--- src/hw/rtl/stack_machine_step_macros.svh ---
// Assertion macros used by the stack processor top level RTL file.
`ifndef STACK_MACHINE_STEP_MACROS_SVH
`define STACK_MACHINE_STEP_MACROS_SVH

// Same-cycle implication, checked outside reset.
`define SMS_ASSERT_NOW(lbl, ante, cons, msg) \
  lbl: assert property (@(posedge clk) disable iff (rst) (ante) |-> (cons)) else $error(msg);

// Next-cycle implication, checked outside reset.
`define SMS_ASSERT_NEXT(lbl, ante, cons, msg) \
  lbl: assert property (@(posedge clk) disable iff (rst) (ante) |=> (cons)) else $error(msg);

`endif

--- src/hw/rtl/sms_pkg.sv ---
// Package: sizes, opcodes, request and status codes of the stack processor.
`default_nettype none
package sms_pkg;
  localparam int PROGRAM_DEPTH = 256;
  localparam int STACK_DEPTH   = 128;
  localparam int WORD_WIDTH    = 32;
  localparam int PA_W  = $clog2(PROGRAM_DEPTH);
  localparam int SA_W  = $clog2(STACK_DEPTH);
  localparam int CNT_W = $clog2(STACK_DEPTH + 1);

  // Request types
  localparam logic [1:0] REQ_LOAD    = 2'd0;
  localparam logic [1:0] REQ_RESTART = 2'd1;
  localparam logic [1:0] REQ_STEP    = 2'd2;

  // Status codes
  localparam logic [1:0] ST_OK    = 2'd0;
  localparam logic [1:0] ST_UNDER = 2'd1;
  localparam logic [1:0] ST_OVER  = 2'd2;
  localparam logic [1:0] ST_DIVZ  = 2'd3;

  // Opcodes (whole word is decoded)
  localparam logic [WORD_WIDTH-1:0] OP_HALT = WORD_WIDTH'(0);
  localparam logic [WORD_WIDTH-1:0] OP_PUSH = WORD_WIDTH'(1);
  localparam logic [WORD_WIDTH-1:0] OP_POP  = WORD_WIDTH'(2);
  localparam logic [WORD_WIDTH-1:0] OP_ADD  = WORD_WIDTH'(3);
  localparam logic [WORD_WIDTH-1:0] OP_SUB  = WORD_WIDTH'(4);
  localparam logic [WORD_WIDTH-1:0] OP_MOD  = WORD_WIDTH'(5);
  localparam logic [WORD_WIDTH-1:0] OP_BR   = WORD_WIDTH'(16);
  localparam logic [WORD_WIDTH-1:0] OP_BNZ  = WORD_WIDTH'(17);
  localparam logic [WORD_WIDTH-1:0] OP_BZ   = WORD_WIDTH'(18);
  localparam logic [WORD_WIDTH-1:0] OP_RET  = WORD_WIDTH'(19);
  localparam logic [WORD_WIDTH-1:0] OP_SWAP = WORD_WIDTH'(30);
  localparam logic [WORD_WIDTH-1:0] OP_CMP  = WORD_WIDTH'(31);
endpackage
`default_nettype wire

--- src/hw/rtl/sms_rem.sv ---
// Iterative signed remainder unit, one quotient bit per cycle.
`default_nettype none
module sms_rem (
  input  wire logic                            clk,
  input  wire logic                            rst,
  input  wire logic                            start,
  input  wire logic [sms_pkg::WORD_WIDTH-1:0]  dividend,
  input  wire logic [sms_pkg::WORD_WIDTH-1:0]  divisor,
  output logic                                 done,
  output logic [sms_pkg::WORD_WIDTH-1:0]       result
);
  import sms_pkg::*;

  localparam int IT_W = $clog2(WORD_WIDTH);

  logic                  busy;
  logic [IT_W-1:0]       cnt;
  logic [WORD_WIDTH-1:0] dvd;
  logic [WORD_WIDTH-1:0] mb;
  logic [WORD_WIDTH-1:0] rem;
  logic                  neg;
  logic [WORD_WIDTH:0]   sh;
  logic [WORD_WIDTH:0]   trial;

  // One restoring step: shift in next dividend bit, subtract if it fits
  always_comb begin
    sh    = {rem, dvd[WORD_WIDTH-1]};
    trial = (sh >= {1'b0, mb}) ? (sh - {1'b0, mb}) : sh;
  end

  always_ff @(posedge clk) begin
    if (rst) begin
      busy <= 1'b0;
      done <= 1'b0;
    end else begin
      done <= 1'b0;
      if (start) begin
        busy <= 1'b1;
        cnt  <= IT_W'(WORD_WIDTH - 1);
        dvd  <= dividend[WORD_WIDTH-1] ? (~dividend + 1'b1) : dividend;
        mb   <= divisor[WORD_WIDTH-1] ? (~divisor + 1'b1) : divisor;
        neg  <= dividend[WORD_WIDTH-1];
        rem  <= '0;
      end else if (busy) begin
        rem <= trial[WORD_WIDTH-1:0];
        dvd <= {dvd[WORD_WIDTH-2:0], 1'b0};
        cnt <= cnt - 1'b1;
        if (cnt == '0) begin
          busy <= 1'b0;
          done <= 1'b1;
        end
      end
    end
  end

  // Remainder takes the sign of the dividend
  assign result = neg ? (~rem + 1'b1) : rem;
endmodule
`default_nettype wire

--- config.mk ---
export PLATFORM = sky130hd
export DESIGN_NAME = sms_rem
export DESIGN_NICKNAME = d
export VERILOG_FILES = /design/src/hw/rtl/stack_machine_step_macros.svh /design/src/hw/rtl/sms_pkg.sv /design/src/hw/rtl/sms_rem.sv
export SDC_FILE = /design/constraint.sdc
export NUM_CORES = 1
export LEC_CHECK = 0
export BUFFER_PORTS_ARGS = -buffer_cell sky130_fd_sc_hd__buf_2
export CAP_MARGIN = 20
export CORE_UTILIZATION = 58
export DETAILED_ROUTE_END_ITERATION = 8
export PLACE_DENSITY = 0.79
export SYNTH_ARGS = -nofsm -noshare
export SYNTH_HDL_FRONTEND = slang
export SYNTH_SLANG_ARGS = --single-unit
--- constraint.sdc ---
create_clock -name clk -period 5.1 [get_ports clk]
set_clock_uncertainty 0.05 [all_clocks]
set_input_delay 1.02 -clock clk [delete_from_list [all_inputs] [get_ports clk]]
set_output_delay 1.02 -clock clk [all_outputs]
set_load 0.03 [all_outputs]
==> metrics.csv, run 1 <==
metric,value,unit
synth_fp_nets,924,
pre_cts_slack,0.831,ns
synth-seq-cells,104,
path_clk_slew,0.07,ns
r2r-start,rem[15]$_SDFFCE_PP0P_,
grt_max_degree,92,
slew_viol_final,0,
p_leak,3.49,nW
post-route-drc-count,0,
core-area,12800,µm²
synth_warnings,0,
slew-limit-headroom,0.389,
final_nets,1004,
irDropWorstVdd,0.217,mV
ant_nets,0,
hp-start,busy$_SDFF_PP0_,
synth.avg_cell_area,9.37,µm²
vias,6278,
firstDrtPassIters,5,
pin_count,100,
dieArea,13700,µm²
synthToLayoutAreaGrowth,12.8,%
tightest_slew,0.914,ns
netlist_area,7680,µm²
cp_max_fo,5,
wl_per_cell,16.1,µm
synth.most_common_cell,edfxtp_1,
post_cts_buffers,0,
grt_pass1_vias,5685,
clkLatencyLatePin,0.37,ns
grt_use_total,0.266,
hold_class,register to register,
critPathRequiredTime,4.03,ns
synth_compound_area_frac,0.164,
synth_area_leaders,"edfxtp_1 40%, xnor2_1 8.2%, ha_1 5.9%, xor2_1 5.2%, nor2_1 4.1%",
p_per_area,321,nW/µm²
synth_top_area_share,0.399,
fillCellCount,996,
cts_resized,0,
clk_path_buf_depth,2,
hold_viol,0,
die_h,117,µm
antenna_found_initial,0,
worstPathArrival,3.59,ns
cts_root_buffer,clkbuf_16,
startpoint,rem[4]$_SDFFCE_PP0P_,
yosys.area_share.simple,0.162,
setup_viol,0,
ys.flop_type,edfxtp_1,
utilization,0.678,
fmax,214,MHz
dp.final_hpwl,12700,µm
fin_crit_sh,0.915,
synthTopCellsByCount,"102 x edfxtp_1, 83 x nor2_1, 75 x nand2_1, 72 x xnor2_1, 57 x a21oi_1",
period_needed,4.66,ns
yosysTopAreaCell,edfxtp_1,
dr.first_iter.drc_count,360,
setup_ws,0.436,ns
async_flop_share,0,
fin_tns_setup,0,ns
wl,17300,µm
synth_adder_area_share,0.0613,
timing_worst_setup_path_type,register to output pin,
synth_cells,820,
end_kind,output pin,
die_w,117,µm
antennaDiodeCount,0,
cts_tree,built,
htree_levels,3,
cts_inserted_buffers,9,
synth_edf_count,102,
portBuffers,99,
cts_sinks,104,
synth-xor-area-share,0.135,
row_count,41,
startpoint_type,register,
yosysSeqAreaShare,0.404,
post_synth_num_cell_types,56,
status,"finished, final reports clean",
cts.hold.buffers_added,0,
gp_congestion,0.911,
total_power,2.78,mW
avgViaCountPerCell,5.83,
drv_cap,0,
rsz0062_at_grt,no,
grt_pass1_wl,27800,µm
grt-ovfl-total,0,
synthMuxAreaShare,0.0327,
synth_top_family_by_area,compound AO/OA/AOI/OAI gates,
initial_core_util,0.601,
drive_gt1_frac,0.150,
## worst max-delay path, cell delays in order, from the launching register on
cell	delay, ns
edfxtp_1	0.47
nor4_2	0.37
nand2_2	0.16
or4_4	0.53
or3_4	0.39
or4_4	0.42
or3_4	0.36
o31ai_4	0.18
xnor2_1	0.13
buf_2	0.21
## power by group
group / total (mW) / internal, mW / leakage (nW) / switching, mW
logic: 0.904 / 0.357 / 2.35 / 0.547
registers: 1.11 / 1.04 / 0.982 / 0.0685
clock network: 0.769 / 0.436 / 0.158 / 0.334
total: 2.78 / 1.83 / 3.49 / 0.950
## cells in the final DEF, fill, tap and decap left out, types with 4 or more instances in the layout
cell	netlist	final
inv_1	47	47
nand2b_1	4	4
a31oi_1	5	5
nand2_1	75	75
nor2_1	83	81
buf_2	2	99
and3_1	4	4
xnor2_1	72	72
a21o_1	21	21
xor2_1	46	46
o41ai_1	13	13
nand4_1	10	10
edfxtp_1	102	102
nor2b_1	4	4
nor3_1	16	16
mux2i_1	24	24
o21ai_0	42	42
nand3_1	12	12
a211oi_1	7	7
clkbuf_16	0	9
or4_1	13	13
a21oi_1	57	57
o31ai_1	23	22
o22ai_1	5	5
nor4_1	5	5
or3_1	12	12
ha_1	36	36
## per-layer routing
layer / wire length, µm / global-route usage / vias to the layer above / share of wire
li1: - / - / 3163 / -
met1: 8290 / 0.372 / 2900 / 0.48
met2: 7710 / 0.422 / 200 / 0.44
met3: 1130 / 0.0566 / 15 / 0.065
met4: 196 / 0.0684 / 0 / 0.011
met5: 0 / 0 / - / 0
## worst paths after layout
check / cells after the start / end / slack, ns
setup / recovery: 9 / result[26] / 0.44
setup reg to reg: 10 / rem[1]$_SDFFCE_PP0P_ / 1.18
hold reg to reg: 1 / done$_SDFF_PP0_ / 0.43
hold / removal: 1 / done$_SDFF_PP0_ / 0.43
## area by class of cell
| type | instances | area [µm²] | share of cell area |
|---|---|---|---|
| clock buffer | 9 | 225 | 0.0260 |
| clock inverter | 7 | 101 | 0.0117 |
| inverter | 47 | 176 | 0.0204 |
| multi-input combinational | 634 | 4290 | 0.495 |
| sequential | 104 | 3100 | 0.358 |
| tap | 172 | 215 | 0.0248 |
| timing repair buffer | 104 | 558 | 0.0644 |
## registers in the layout, indices dropped and copies added (netlist names)
register,count
dvd,32
mb,32
cnt,5
busy,1
neg,1
rem,32
done,1
## logic make-up (layout without fill, tap and decap cells)
group	count (synthesis)	after routing
xor gates and xnor gates	118	118
and+or+nand+nor	258	258
DFF	104	104
buffers and inverters	82	167
adders and majority gates	37	37
AOI/OAI and AO/OA	196	196
muxes	25	25
## through the flow
stage	instance area (µm²)	instances	hold WS [ns]
after detailed placement	8340	1061	0.425
after floorplan	7680	820	0.404
final	8670	1077	0.435
after global routing	8670	1077	0.451
after global placement	8340	1061	0.419
after CTS	8670	1077	0.436
Note: power is estimated with default switching activity, not from simulation.
==> inputs of run 2 (changes only) <==
CORE_ASPECT_RATIO = 0.75   (was unset)
==> run 2 against run 1 <==
Against the previous run:
- setup slack worse by 0.0090 ns
- die area hardly changed
- combinational power up 0.6%
- first-iteration DRC count rose by 60%
- clock power fell by 16%
- critical path type unchanged
- routed wire length grew 1.4%
==> metrics.csv, run 2 (synthesis results as in run 1) <==
metric,value,unit
reg_top3,"dvd (32), mb (32), rem (32)",
layout_commonest_cell,edfxtp_1,
fin_tns_setup,0,ns
ant_nets,0,
rsz0062_at_grt,no,
post-route-drc-count,0,
critPathRequiredTime,4.03,ns
vias,6352,
most-common-layout-cells,"102 x edfxtp_1, 99 x buf_2, 81 x nor2_1",
cp_cell_sequence,"nor4_2, nand2_2, or4_4, or3_4, or4_4, or3_4, o31ai_4, xnor2_1, buf_2",
synthToLayoutAreaGrowth,12.0,%
post_cts_buffers,0,
wl,17600,µm
hold_viol,0,
startpoint_type,register,
die_w,135,µm
clkLatencyLatePin,0.35,ns
htree_levels,3,
utilization,0.663,
dp.final_hpwl,13300,µm
cts.hold.buffers_added,0,
core-area,13000,µm²
fin_crit_sh,0.916,
fmax,214,MHz
pin_count,100,
tightest_slew,0.977,ns
drive_gt1_frac,0.149,
grt_use_total,0.265,
p_per_area,310,nW/µm²
period_needed,4.67,ns
initial_core_util,0.592,
cts_tree,built,
cts_inserted_buffers,9,
portBuffers,99,
setup_viol,0,
r2r-start,rem[15]$_SDFFCE_PP0P_,
irDropWorstVdd,0.196,mV
cts_root_buffer,clkbuf_16,
startpoint,rem[4]$_SDFFCE_PP0P_,
firstDrtPassIters,5,
end_kind,output pin,
status,"finished, final reports clean",
grt-ovfl-total,0,
row_count,36,
antennaDiodeCount,0,
grt_max_degree,87,
critPathSlowestCell,or4_4,
dieArea,13700,µm²
slowest_delay,0.53,ns
timing_worst_setup_path_type,register to output pin,
gp_congestion,0.956,
antenna_found_initial,0,
grt_pass1_wl,28200,µm
hold_class,register to register,
p_leak,3.45,nW
fillCellCount,1093,
slew_viol_final,0,
cts_resized,0,
dr.first_iter.drc_count,577,
wl_per_cell,16.3,µm
clk_path_buf_depth,2,
slew-limit-headroom,0.347,
worstPathArrival,3.60,ns
avgViaCountPerCell,5.90,
final_nets,1005,
cts_sinks,104,
hp-start,busy$_SDFF_PP0_,
cp_max_fo,5,
grt_pass1_vias,5506,
drv_cap,0,
die_h,102,µm
path_clk_slew,0.07,ns
run 2: layer usage:
layer	up-vias	wire, µm	GRT usage
met5	-	0	0
met4	0	219	0.0709
met3	19	1530	0.0511
met2	224	6910	0.368
met1	2946	8900	0.415
li1	3163	-	-
run 2: power by group:
group | internal [mW] | leakage, nW | switching [mW]
clock network | 0.330 | 0.122 | 0.313
registers | 1.04 | 0.982 | 0.0727
logic | 0.354 | 2.35 | 0.555
total | 1.73 | 3.45 | 0.941
run 2: worst max-delay path: cells and delay by family (launching register included):
kind,cells,cell delay [ns]
xor+xnor,1,0.13
simple gates,6,2.25
flops,1,0.47
compound gates,1,0.18
buf+inv,1,0.21
run 2: cell type report:
| type | instances | area, µm² | share of cell area |
|---|---|---|---|
| multi-input cells | 634 | 4290 | 0.498 |
| flip-flops and latches | 104 | 3100 | 0.361 |
| repair buffers | 105 | 553 | 0.0643 |
| clock buffers | 9 | 225 | 0.0262 |
| well taps | 171 | 214 | 0.0249 |
| inverters | 47 | 176 | 0.0205 |
| clock inverters | 6 | 43.8 | 0.00509 |
run 2: final timing paths:
kind | slack (ns) | to | cells past startpoint
worst max-delay path | 0.43 | result[26] | 9
worst min-delay path | 0.44 | done$_SDFF_PP0_ | 1
worst max register to register | 1.02 | rem[1]$_SDFFCE_PP0P_ | 10
worst min register to register | 0.44 | done$_SDFF_PP0_ | 1
run 2: stage by stage:
stage                     std cells  power, mW  hold slack [ns]  area, µm²  setup WS, ns
after floorplan                 820       1.78            0.404       7680         0.290
after global placement         1061       2.01            0.417       8330         0.856
after detailed placement       1061       2.02            0.428       8330         0.804
after CTS                      1076       2.67            0.439       8600         0.416
after global routing           1076       2.80            0.465       8600         0.307
final                          1076       2.67            0.437       8600         0.427
